**src/rtl/fmso_pkg.sv**
```systemverilog
`timescale 1ns / 1ps
// shared types, constants and helper functions of the fm sine oscillator
package fmso_pkg;

  localparam int unsigned FRAC_BITS_DEF = 16;

  localparam int unsigned CFG_IDX_W  = 3;
  localparam int unsigned CFG_DATA_W = 16;
  localparam int unsigned CHUNK_W    = 13;
  localparam int unsigned CHUNK_MAX  = 4096;

  localparam logic [CHUNK_W-1:0] CHUNK_LEN_RST   = 13'd512;
  localparam logic [15:0]        OUT_GAIN_RST    = 16'd500;
  localparam logic [15:0]        BASE_FREQ_RST   = 16'd1100;
  localparam logic [15:0]        FREQ_DEV_RST    = 16'd1000;
  localparam logic [15:0]        MOD_DIVISOR_RST = 16'd1000;

  typedef enum logic [CFG_IDX_W-1:0] {
    REG_CHUNK_LEN   = 3'd0,
    REG_OUT_GAIN    = 3'd1,
    REG_BASE_FREQ   = 3'd2,
    REG_FREQ_DEV    = 3'd3,
    REG_MOD_DIVISOR = 3'd4
  } reg_idx_e;

  typedef struct packed {
    logic [CHUNK_W-1:0] chunk_len;
    logic [15:0]        out_gain;
    logic [15:0]        base_freq;
    logic [15:0]        freq_dev;
    logic [15:0]        mod_divisor;
  } cfg_t;

  typedef struct packed {
    logic start;
    logic wide;
  } div_req_t;

  function automatic logic signed [31:0] sat32(input logic signed [63:0] v);
    logic signed [31:0] r;
    if (v > 64'sh0000_0000_7FFF_FFFF) begin
      r = 32'sh7FFF_FFFF;
    end else if (v < -64'sh0000_0000_8000_0000) begin
      r = 32'sh8000_0000;
    end else begin
      r = v[31:0];
    end
    return r;
  endfunction

  function automatic logic signed [31:0] base_q(input logic [15:0] b,
                                                input int unsigned frac);
    logic [63:0] v;
    v = {48'd0, b} << frac;
    return sat32($signed(v));
  endfunction

endpackage

```
**src/rtl/fmso_cfg.sv**
```systemverilog
`timescale 1ns / 1ps
// configuration register file of the fm sine oscillator
module fmso_cfg (
  input  logic                                clk_i,
  input  logic                                rst_ni,
  input  logic                                cfg_valid_i,
  output logic                                cfg_ready_o,
  input  logic [fmso_pkg::CFG_IDX_W-1:0]      cfg_index_i,
  input  logic [fmso_pkg::CFG_DATA_W-1:0]     cfg_data_i,
  output fmso_pkg::cfg_t                      cfg_o
);

  fmso_pkg::cfg_t cfg_q;

  assign cfg_ready_o = 1'b1;
  assign cfg_o       = cfg_q;

  always_ff @(posedge clk_i or negedge rst_ni) begin
    if (!rst_ni) begin
      cfg_q.chunk_len   <= fmso_pkg::CHUNK_LEN_RST;
      cfg_q.out_gain    <= fmso_pkg::OUT_GAIN_RST;
      cfg_q.base_freq   <= fmso_pkg::BASE_FREQ_RST;
      cfg_q.freq_dev    <= fmso_pkg::FREQ_DEV_RST;
      cfg_q.mod_divisor <= fmso_pkg::MOD_DIVISOR_RST;
    end else if (cfg_valid_i) begin
      case (cfg_index_i)
        fmso_pkg::REG_CHUNK_LEN:   cfg_q.chunk_len   <= cfg_data_i[fmso_pkg::CHUNK_W-1:0];
        fmso_pkg::REG_OUT_GAIN:    cfg_q.out_gain    <= cfg_data_i;
        fmso_pkg::REG_BASE_FREQ:   cfg_q.base_freq   <= cfg_data_i;
        fmso_pkg::REG_FREQ_DEV:    cfg_q.freq_dev    <= cfg_data_i;
        fmso_pkg::REG_MOD_DIVISOR: cfg_q.mod_divisor <= cfg_data_i;
        default: ;
      endcase
    end
  end

endmodule

```
**src/rtl/fmso_div.sv**
```systemverilog
`timescale 1ns / 1ps
// shared restoring divider, one quotient bit per cycle
module fmso_div #(
  parameter int unsigned FRAC_BITS = fmso_pkg::FRAC_BITS_DEF
) (
  input  logic               clk_i,
  input  logic               rst_ni,
  input  fmso_pkg::div_req_t req_i,
  input  logic [31:0]        dividend_i,
  input  logic [31:0]        divisor_i,
  output logic               done_o,
  output logic [32:0]        quot_o
);

  localparam int unsigned DW = 32 + FRAC_BITS;
  localparam int unsigned CW = $clog2(DW + 1);

  logic          busy_q;
  logic          done_q;
  logic [CW-1:0] cnt_q;
  logic [31:0]   rem_q;
  logic [DW-1:0] quo_q;
  logic [31:0]   dvs_q;

  logic [32:0] rem_sh;
  logic [33:0] diff;
  logic        ge;

  assign rem_sh = {rem_q, quo_q[DW-1]};
  assign diff   = {1'b0, rem_sh} - {2'b00, dvs_q};
  assign ge     = !diff[33];
  assign done_o = done_q;
  assign quot_o = quo_q[32:0];

  always_ff @(posedge clk_i or negedge rst_ni) begin
    if (!rst_ni) begin
      busy_q <= 1'b0;
      done_q <= 1'b0;
      cnt_q  <= '0;
    end else if (req_i.start) begin
      busy_q <= 1'b1;
      done_q <= 1'b0;
      cnt_q  <= req_i.wide ? CW'(DW) : CW'(32);
    end else if (busy_q) begin
      cnt_q <= cnt_q - CW'(1);
      if (cnt_q == CW'(1)) begin
        busy_q <= 1'b0;
        done_q <= 1'b1;
      end
    end else begin
      done_q <= 1'b0;
    end
  end

  always_ff @(posedge clk_i) begin
    if (req_i.start) begin
      rem_q <= '0;
      quo_q <= DW'(dividend_i) << FRAC_BITS;
      dvs_q <= divisor_i;
    end else if (busy_q) begin
      rem_q <= ge ? diff[31:0] : rem_sh[31:0];
      quo_q <= {quo_q[DW-2:0], ge};
    end
  end

  a_start_idle: assert property (@(posedge clk_i) disable iff (!rst_ni)
    req_i.start |-> !busy_q)
    else $error("divider started while busy");

  a_done_idle: assert property (@(posedge clk_i) disable iff (!rst_ni)
    done_q |-> !busy_q)
    else $error("divider done while still busy");

  a_busy_from_start: assert property (@(posedge clk_i) disable iff (!rst_ni)
    $rose(busy_q) |-> $past(req_i.start))
    else $error("divider busy without a start");

endmodule

```
**src/rtl/fm_sine_oscillator.sv**
```systemverilog
`timescale 1ns / 1ps
// top level of the fm sine oscillator: sequencer, state and output register
// Each input transaction yields one 16-bit sample on the output stream; a set
// restart bit reloads the oscillator state first. The state is Q15.16 at the
// default FRAC_BITS, and the first sample of each chunk also runs the modulator
// step before the carrier step. The shared restoring divider produces one
// quotient bit per cycle: 32 steps for the modulator velocity and 32 + FRAC_BITS
// steps for the carrier velocity. A finished sample waits in the output register
// while the next transaction is already being worked on.
module fm_sine_oscillator #(
  parameter int unsigned FRAC_BITS = fmso_pkg::FRAC_BITS_DEF
) (
  input  logic                            clk_i,
  input  logic                            rst_ni,
  input  logic                            s_axis_tvalid,
  output logic                            s_axis_tready,
  input  logic [7:0]                      s_axis_tdata,  // [0] restart
  output logic                            m_axis_tvalid,
  input  logic                            m_axis_tready,
  output logic [15:0]                     m_axis_tdata,  // [15:0] sample
  output logic                            m_axis_tlast,  // chunk_last
  input  logic                            cfg_valid_i,
  output logic                            cfg_ready_o,
  input  logic [fmso_pkg::CFG_IDX_W-1:0]  cfg_index_i,
  input  logic [fmso_pkg::CFG_DATA_W-1:0] cfg_data_i
);

  localparam logic signed [31:0] ONE32  = 32'(64'd1 << FRAC_BITS);
  localparam logic signed [63:0] ONE64  = 64'(64'd1 << FRAC_BITS);
  localparam logic signed [48:0] RND49  = 49'((64'd1 << FRAC_BITS) - 64'd1);

  typedef enum logic [3:0] {
    S_IDLE,
    S_MOD_ADD,
    S_MOD_GO,
    S_MOD_WAIT,
    S_MOD_MUL,
    S_MOD_DIVSR,
    S_CAR_ADD,
    S_CAR_GO,
    S_CAR_WAIT,
    S_OUT
  } state_e;

  fmso_pkg::cfg_t     cfg;
  fmso_pkg::div_req_t div_req;
  logic               div_done;
  logic [32:0]        div_quot;

  state_e                  state_q;
  logic signed [31:0]      cpos_q, cvel_q, mpos_q, mvel_q, cdiv_q;
  logic [11:0]             chunk_pos_q;
  logic                    div_neg_q;
  logic signed [48:0]      mul_q;
  logic signed [15:0]      samp_q;
  logic                    out_valid_q;
  logic [15:0]             out_sample_q;
  logic                    out_last_q;

  logic                    in_fire;
  logic                    restart;
  logic [31:0]             div_dividend;
  logic [31:0]             div_divisor;
  logic signed [31:0]      div_src;
  logic [15:0]             md;
  logic signed [31:0]      car_divisor;
  logic signed [33:0]      quot_s;
  logic [15:0]             mul_a;
  logic signed [31:0]      mul_b;
  logic signed [48:0]      mul_p;
  logic signed [63:0]      f_sum;
  logic signed [63:0]      f_clamp;
  logic signed [48:0]      s_shift;
  logic signed [15:0]      s_sat;
  logic [12:0]             chunk_lim;
  logic                    last;
  logic                    out_free;

  fmso_cfg u_cfg (
    .clk_i       (clk_i),
    .rst_ni      (rst_ni),
    .cfg_valid_i (cfg_valid_i),
    .cfg_ready_o (cfg_ready_o),
    .cfg_index_i (cfg_index_i),
    .cfg_data_i  (cfg_data_i),
    .cfg_o       (cfg)
  );

  fmso_div #(
    .FRAC_BITS (FRAC_BITS)
  ) u_div (
    .clk_i      (clk_i),
    .rst_ni     (rst_ni),
    .req_i      (div_req),
    .dividend_i (div_dividend),
    .divisor_i  (div_divisor),
    .done_o     (div_done),
    .quot_o     (div_quot)
  );

  assign s_axis_tready = (state_q == S_IDLE);
  assign in_fire       = s_axis_tvalid && s_axis_tready;
  assign restart       = s_axis_tdata[0];

  // divider operands
  assign md          = (cfg.mod_divisor == 16'd0) ? 16'd1 : cfg.mod_divisor;
  assign car_divisor = (cdiv_q < ONE32) ? ONE32 : cdiv_q;
  assign div_src     = (state_q == S_MOD_GO) ? mpos_q : cpos_q;
  assign div_dividend = div_src[31] ? (~div_src + 32'd1) : div_src;
  assign div_divisor  = (state_q == S_MOD_GO) ? {16'd0, md} : car_divisor;
  assign div_req.start = (state_q == S_MOD_GO) || (state_q == S_CAR_GO);
  assign div_req.wide  = (state_q == S_CAR_GO);
  assign quot_s = div_neg_q ? -$signed({1'b0, div_quot}) : $signed({1'b0, div_quot});

  // shared multiplier
  assign mul_a = (state_q == S_MOD_MUL) ? cfg.freq_dev : cfg.out_gain;
  assign mul_b = (state_q == S_MOD_MUL) ? mvel_q : cpos_q;
  assign mul_p = $signed({1'b0, mul_a}) * mul_b;

  // carrier divisor from the modulator
  assign f_sum   = $signed(64'({48'd0, cfg.base_freq}) << FRAC_BITS)
                 + 64'(mul_q);
  assign f_clamp = (f_sum < ONE64) ? ONE64 : f_sum;

  // sample, truncated toward zero and saturated
  assign s_shift = (mul_q + (mul_q[48] ? RND49 : 49'sd0)) >>> FRAC_BITS;
  assign s_sat   = (s_shift > 49'sd32767)  ? 16'sh7FFF :
                   (s_shift < -49'sd32768) ? 16'sh8000 : s_shift[15:0];

  // chunk bookkeeping
  assign chunk_lim = (cfg.chunk_len == 13'd0) ? 13'd1 :
                     (cfg.chunk_len > 13'(fmso_pkg::CHUNK_MAX)) ?
                     13'(fmso_pkg::CHUNK_MAX) : cfg.chunk_len;
  assign last      = ({1'b0, chunk_pos_q} + 13'd1) >= chunk_lim;
  assign out_free  = !out_valid_q || m_axis_tready;

  always_ff @(posedge clk_i or negedge rst_ni) begin
    if (!rst_ni) begin
      state_q     <= S_IDLE;
      cpos_q      <= '0;
      cvel_q      <= ONE32;
      mpos_q      <= '0;
      mvel_q      <= ONE32;
      cdiv_q      <= fmso_pkg::base_q(fmso_pkg::BASE_FREQ_RST, FRAC_BITS);
      chunk_pos_q <= '0;
      out_valid_q <= 1'b0;
    end else begin
      if (state_q == S_OUT && out_free) begin
        out_valid_q <= 1'b1;
      end else if (m_axis_tready) begin
        out_valid_q <= 1'b0;
      end
      case (state_q)
        S_IDLE: begin
          if (in_fire) begin
            if (restart) begin
              cpos_q      <= '0;
              cvel_q      <= ONE32;
              mpos_q      <= '0;
              mvel_q      <= ONE32;
              cdiv_q      <= fmso_pkg::base_q(cfg.base_freq, FRAC_BITS);
              chunk_pos_q <= '0;
            end
            state_q <= (restart || chunk_pos_q == 12'd0) ? S_MOD_ADD : S_CAR_ADD;
          end
        end
        S_MOD_ADD: begin
          mpos_q  <= fmso_pkg::sat32(64'(mpos_q) + 64'(mvel_q));
          state_q <= S_MOD_GO;
        end
        S_MOD_GO: begin
          state_q <= S_MOD_WAIT;
        end
        S_MOD_WAIT: begin
          if (div_done) begin
            mvel_q  <= fmso_pkg::sat32(64'(mvel_q) - 64'(quot_s));
            state_q <= S_MOD_MUL;
          end
        end
        S_MOD_MUL: begin
          state_q <= S_MOD_DIVSR;
        end
        S_MOD_DIVSR: begin
          cdiv_q  <= fmso_pkg::sat32(f_clamp);
          state_q <= S_CAR_ADD;
        end
        S_CAR_ADD: begin
          cpos_q  <= fmso_pkg::sat32(64'(cpos_q) + 64'(cvel_q));
          state_q <= S_CAR_GO;
        end
        S_CAR_GO: begin
          state_q <= S_CAR_WAIT;
        end
        S_CAR_WAIT: begin
          if (div_done) begin
            cvel_q  <= fmso_pkg::sat32(64'(cvel_q) - 64'(quot_s));
            state_q <= S_OUT;
          end
        end
        S_OUT: begin
          if (out_free) begin
            chunk_pos_q <= last ? 12'd0 : (chunk_pos_q + 12'd1);
            state_q     <= S_IDLE;
          end
        end
        default: state_q <= S_IDLE;
      endcase
    end
  end

  always_ff @(posedge clk_i) begin
    if (div_req.start) begin
      div_neg_q <= div_src[31];
    end
    if (state_q == S_MOD_MUL || state_q == S_CAR_GO) begin
      mul_q <= mul_p;
    end
    if (state_q == S_CAR_WAIT && div_done) begin
      samp_q <= s_sat;
    end
    if (state_q == S_OUT && out_free) begin
      out_sample_q <= samp_q;
      out_last_q   <= last;
    end
  end

  assign m_axis_tvalid = out_valid_q;
  assign m_axis_tdata  = out_sample_q;
  assign m_axis_tlast  = out_last_q;

  a_accept_starts: assert property (@(posedge clk_i) disable iff (!rst_ni)
    in_fire |=> (state_q == S_MOD_ADD || state_q == S_CAR_ADD))
    else $error("accepted transaction did not start a step");

  a_car_done_out: assert property (@(posedge clk_i) disable iff (!rst_ni)
    (state_q == S_CAR_WAIT && div_done) |=> state_q == S_OUT)
    else $error("carrier division result not taken");

  a_out_loads: assert property (@(posedge clk_i) disable iff (!rst_ni)
    (state_q == S_OUT && out_free) |=> (m_axis_tvalid && state_q == S_IDLE))
    else $error("finished sample not placed in output register");

endmodule

```
**config.mk**
```make
export PLATFORM = sky130hd
export DESIGN_NAME = fm_sine_oscillator
export DESIGN_NICKNAME = d
export VERILOG_FILES = /design/src/rtl/fmso_pkg.sv /design/src/rtl/fmso_cfg.sv /design/src/rtl/fmso_div.sv /design/src/rtl/fm_sine_oscillator.sv
export SDC_FILE = /design/constraint.sdc
export NUM_CORES = 2
export LEC_CHECK = 0
export BUFFER_PORTS_ARGS = -buffer_cell sky130_fd_sc_hd__clkbuf_2
export CAP_MARGIN = 15
export CORE_MARGIN = 5
export CORE_UTILIZATION = 50
export CTS_CLUSTER_DIAMETER = 120
export DETAILED_ROUTE_END_ITERATION = 8
export GPL_ROUTABILITY_DRIVEN = 1
export PLACE_DENSITY_LB_ADDON = 0.2
export SYNTH_ARGS = -nofsm -noshare
export SYNTH_HDL_FRONTEND = slang
export SYNTH_SLANG_ARGS = --single-unit
```
**constraint.sdc**
```tcl
create_clock -name clk_i -period 11.5 [get_ports clk_i]
set_input_delay 3.45 -clock clk_i [delete_from_list [all_inputs] [get_ports clk_i]]
set_output_delay 3.45 -clock clk_i [all_outputs]
set_load 0.1 [all_outputs]
```
==> results.txt <==
----------------------------------------------------
[Status]
  Outcome ... finished clean

[CTS]
  TritonCTS clock tree ... done
  Root buffer cell ... clkbuf_16
  Worst skew pair latency ... approximately 0.71 ns
  Cts bufs inserted ... slightly below 60
  Clk sinks ... 457
  Buffers from clock root to sink, at most ... 3
  Post-cts gate resize count ... 0
  Clock-pin slew on the worst setup and hold paths ... 0.06 ns
  Post CTS Setup Buffer Count ... 0
  CTS Hold Buffers Added ... 0
  Deepest level of the CTS H-tree ... 2

[STA]
  TNS Setup ... 0 ns
  Final worst-path cycle share ... 84.3%
  Actual slew at the worst max-slew pin ... 1.33 ns
  Total setup violations reported at the end of the flow ... 0
  Maximum achievable frequency ... about 0.10 GHz
  Final count of hold timing violations ... 0
  Relative max-transition margin ... around a tenth
  Post-route minimum period ... about 9.7 ns
  Worst-case clock skew ... between 0.07 and 0.08 ns
  RSZ-0062 raised after global routing ... no
  Worst hold slack after final layout ... ~0.42 ns
  Count of pins over their slew limit ... 0

[Synth]
  Leading cell types by total area after synthesis ... fa_1, dfrtp_1, edfxtp_1
  Number of flip-flops and latches in the synthesized netlist ... about 460
  Cell area after synthesis ... between 40000 and 50000 sq um
  Share of flip-flops with an asynchronous set or reset ... between 50 and 60%
  Sequential-to-total area share from yosys stat ... 24.0%
  Library cell with the largest summed area after synthesis ... fa_1
  Post-synth EDFFs ... approximately 150
  Synth Net Count ... 6434
  Number of instances in the synthesized netlist ... roughly 5600
  YS warnings ... 0
  Cell variety after synth ... 100
  Most used flip-flop cell after synthesis ... dfrtp_1
  Top-area cell type share of the netlist area ... about a fifth
  Per-instance average area after synthesis ... around 8.9 sq um

[GRT]
  Total GRT Usage ... 26.5%
  Residual overflow from global routing ... 0
  Vias in the first global route ... between 30000 and 40000
  Initial antenna violation count ... 1
  Global-route wire length before repair ... about 220000 um
  Largest net degree at the start of global routing ... between 100 and 150

[Flow run]
  Number of max-cap violations ... 0

[Layout]
  Sequential cell area in the final layout ... roughly 12000 sq um
  Nets ... roughly 6300
  Number of fillers in the final layout ... around 9000
  Area growth from synthesis to final layout ... 6.64%
  Layout cell share with drive strength beyond 1 ... between 7 and 8%
  Number of antenna cells inserted ... 0
  Footprint of the multi-input gates ... around 34000 sq um

[Min path]
  Hold Path Class ... reg2reg
  Origin of the worst min-delay path ... samp_q[13]$_SDFFCE_PN1P_

[Floorplanning]
  Width of the die ... between 300 and 400 um
  Core footprint ... about 99000 sq um
  Starting density of the core ... between 50% and 60%
  Number of top-level pins ... 52
  Die span in y ... 326 um
  Number of core rows ... approximately 120
  Area enclosed by the die boundary ... between 100000 and 150000 sq um

[Route]
  WL per Instance ... around 21 um
  Router iterations before antenna repair ... 6
  Via-to-Cell Ratio ... around 6
  Antenna violation net count after detailed routing ... 0
  Final WL ... 142000 um
  Final routed DRC violation total ... 0
  Total number of vias ... about 40000
  Iteration-0 DRC count of the detailed router ... 3480

[Critical path]
  Capture point of the worst path ... mul_q[48]$_DFFE_PP_
  Type of destination of the critical path ... flop
  Crit Path Category ... reg2reg
  Critical-path maximum fanout ... 86
  Required time reported for the critical path endpoint ... 11.87 ns
  Arrival time at the worst endpoint ... 10.06 ns
  Length in cells of the worst reg-to-reg path ... 25
  Reg2Reg Launch Point ... state_q[3]$_DFFE_PN0P_
  Worst reg-to-reg setup slack ... between 1.5 and 2 ns
  CP Launch Type ... flop
  Crit path from ... state_q[3]$_DFFE_PN0P_
  Reg-to-Reg End ... mul_q[48]$_DFFE_PP_

[Placement]
  HPWL after detailed placement ... around 110000 um
  GPL Wtd Cong ... 0.942
  Port buffer count ... between 40 and 50

----------------------------------------------------
[area by class of cell]
cell class | instances | share of cell area, %
clock inverters | 35 | 0.690
well taps | 1287 | 3.03
flip-flops and latches | 457 | 22.5
multi-input cells | 4181 | 64.7
repair buffers | 95 | 1.25
clock buffers | 75 | 3.00
inverters | 685 | 4.84
[Yosys cell counts (124+ instances only)]
master      n
clkbuf_1  197
ha_1      332
o21ai_0   299
mux2_2    124
a21oi_1   293
inv_1     684
xnor2_1   163
dfrtp_1   233
nand3_1   160
nand2_1   637
fa_1      495
edfxtp_1  147
nor2_1    414
[how the worst min path moves through the flow]
stage | to | slack, ns | cells after the start
floorplan | m_axis_tdata[0]$_DFFE_PP_ | 0.40 | 0
global placement | m_axis_tdata[15]$_DFFE_PP_ | 0.40 | 0
detailed placement | m_axis_tdata[13]$_DFFE_PP_ | 0.40 | 0
CTS | m_axis_tdata[13]$_DFFE_PP_ | 0.42 | 0
global route | m_axis_tdata[11]$_DFFE_PP_ | 0.43 | 0
finish | m_axis_tdata[13]$_DFFE_PP_ | 0.42 | 0
[layout by cell type, fill, tap and decap left out, types with 91 or more instances in the layout]
| cell type | Yosys | layout |
|---|---|---|
| nor2_1 | 414 | 411 |
| xnor2_1 | 163 | 162 |
| o21ai_0 | 299 | 299 |
| dfrtp_1 | 233 | 232 |
| a21oi_1 | 293 | 293 |
| edfxtp_1 | 147 | 147 |
| inv_1 | 684 | 684 |
| xor2_1 | 123 | 123 |
| nor3_1 | 93 | 91 |
| a21o_1 | 107 | 107 |
| mux2i_1 | 113 | 108 |
| nand2_1 | 637 | 637 |
| nand3_1 | 160 | 160 |
| fa_1 | 495 | 495 |
| mux2_2 | 124 | 124 |
| ha_1 | 332 | 332 |
[routing by layer]
metal	wire length [um]	vias up	global-route usage, %
met4	4810	0	8.48
met1	62300	19900	37.4
met3	9730	247	4.11
met5	0	-	0
met2	65000	1307	42.2
li1	-	18766	-
[state kept, by name, summed over array words and instances (netlist names), 4 cells and up]
| register | cells |
|---|---|
| m_axis_tdata | 16 |
| cdiv_q | 32 |
| u_div.dvs_q | 32 |
| u_div.cnt_q | 6 |
| cpos_q | 32 |
| samp_q | 16 |
| u_div.quo_q | 48 |
| u_div.rem_q | 32 |
| cvel_q | 32 |
| mpos_q | 32 |
| mul_q | 49 |
| state_q | 4 |
| u_cfg.cfg_o | 77 |
| mvel_q | 32 |
| chunk_pos_q | 12 |
[cell families after synthesis]
group	Yosys count	synth area share [%]
DFF	457	24.0
adders and majority gates	829	28.3
xor gates and xnor gates	286	5.02
buffers and inverters	937	7.26
other	2	0.0151
muxes	237	5.07
AOI/OAI and AO/OA	1144	14.9
and+or+nand+nor	1683	15.5
[through the flow]
step           std cells  utilization, %  cell area, sq um  setup WS, ns
2_1_floorplan       5575               -             49800          3.07
3_3_place_gp        6702            51.8             51100          2.06
3_5_place_dp        6702            51.8             51100          1.97
4_1_cts             6812            53.8             53100          1.91
5_1_grt             6815            53.9             53200          1.33
6_report            6815            53.9             53200          1.81
[worst max-delay path, stage by stage (launching register included)]
cell	delay [ns]
dfrtp_1	0.54
nand2b_1	0.29
nor3_2	0.22
buf_12	0.46
mux2_2	0.88
nand2_1	0.17
fa_1	0.53
inv_1	0.06
fa_1	0.47
ha_1	0.23
fa_1	0.54
inv_1	0.05
fa_1	0.46
fa_1	0.54
inv_1	0.04
ha_1	0.33
o21a_1	0.19
o21ai_0	0.38
a21oi_1	0.20
o21ai_0	0.55
nor4bb_1	0.69
o31ai_1	0.28
a211o_1	0.42
a221oi_1	0.41
mux2i_1	0.23
o311ai_0	0.14
Power is not shown: default switching activity piles up to over one toggle a cycle in this logic, so the estimate is an artifact.
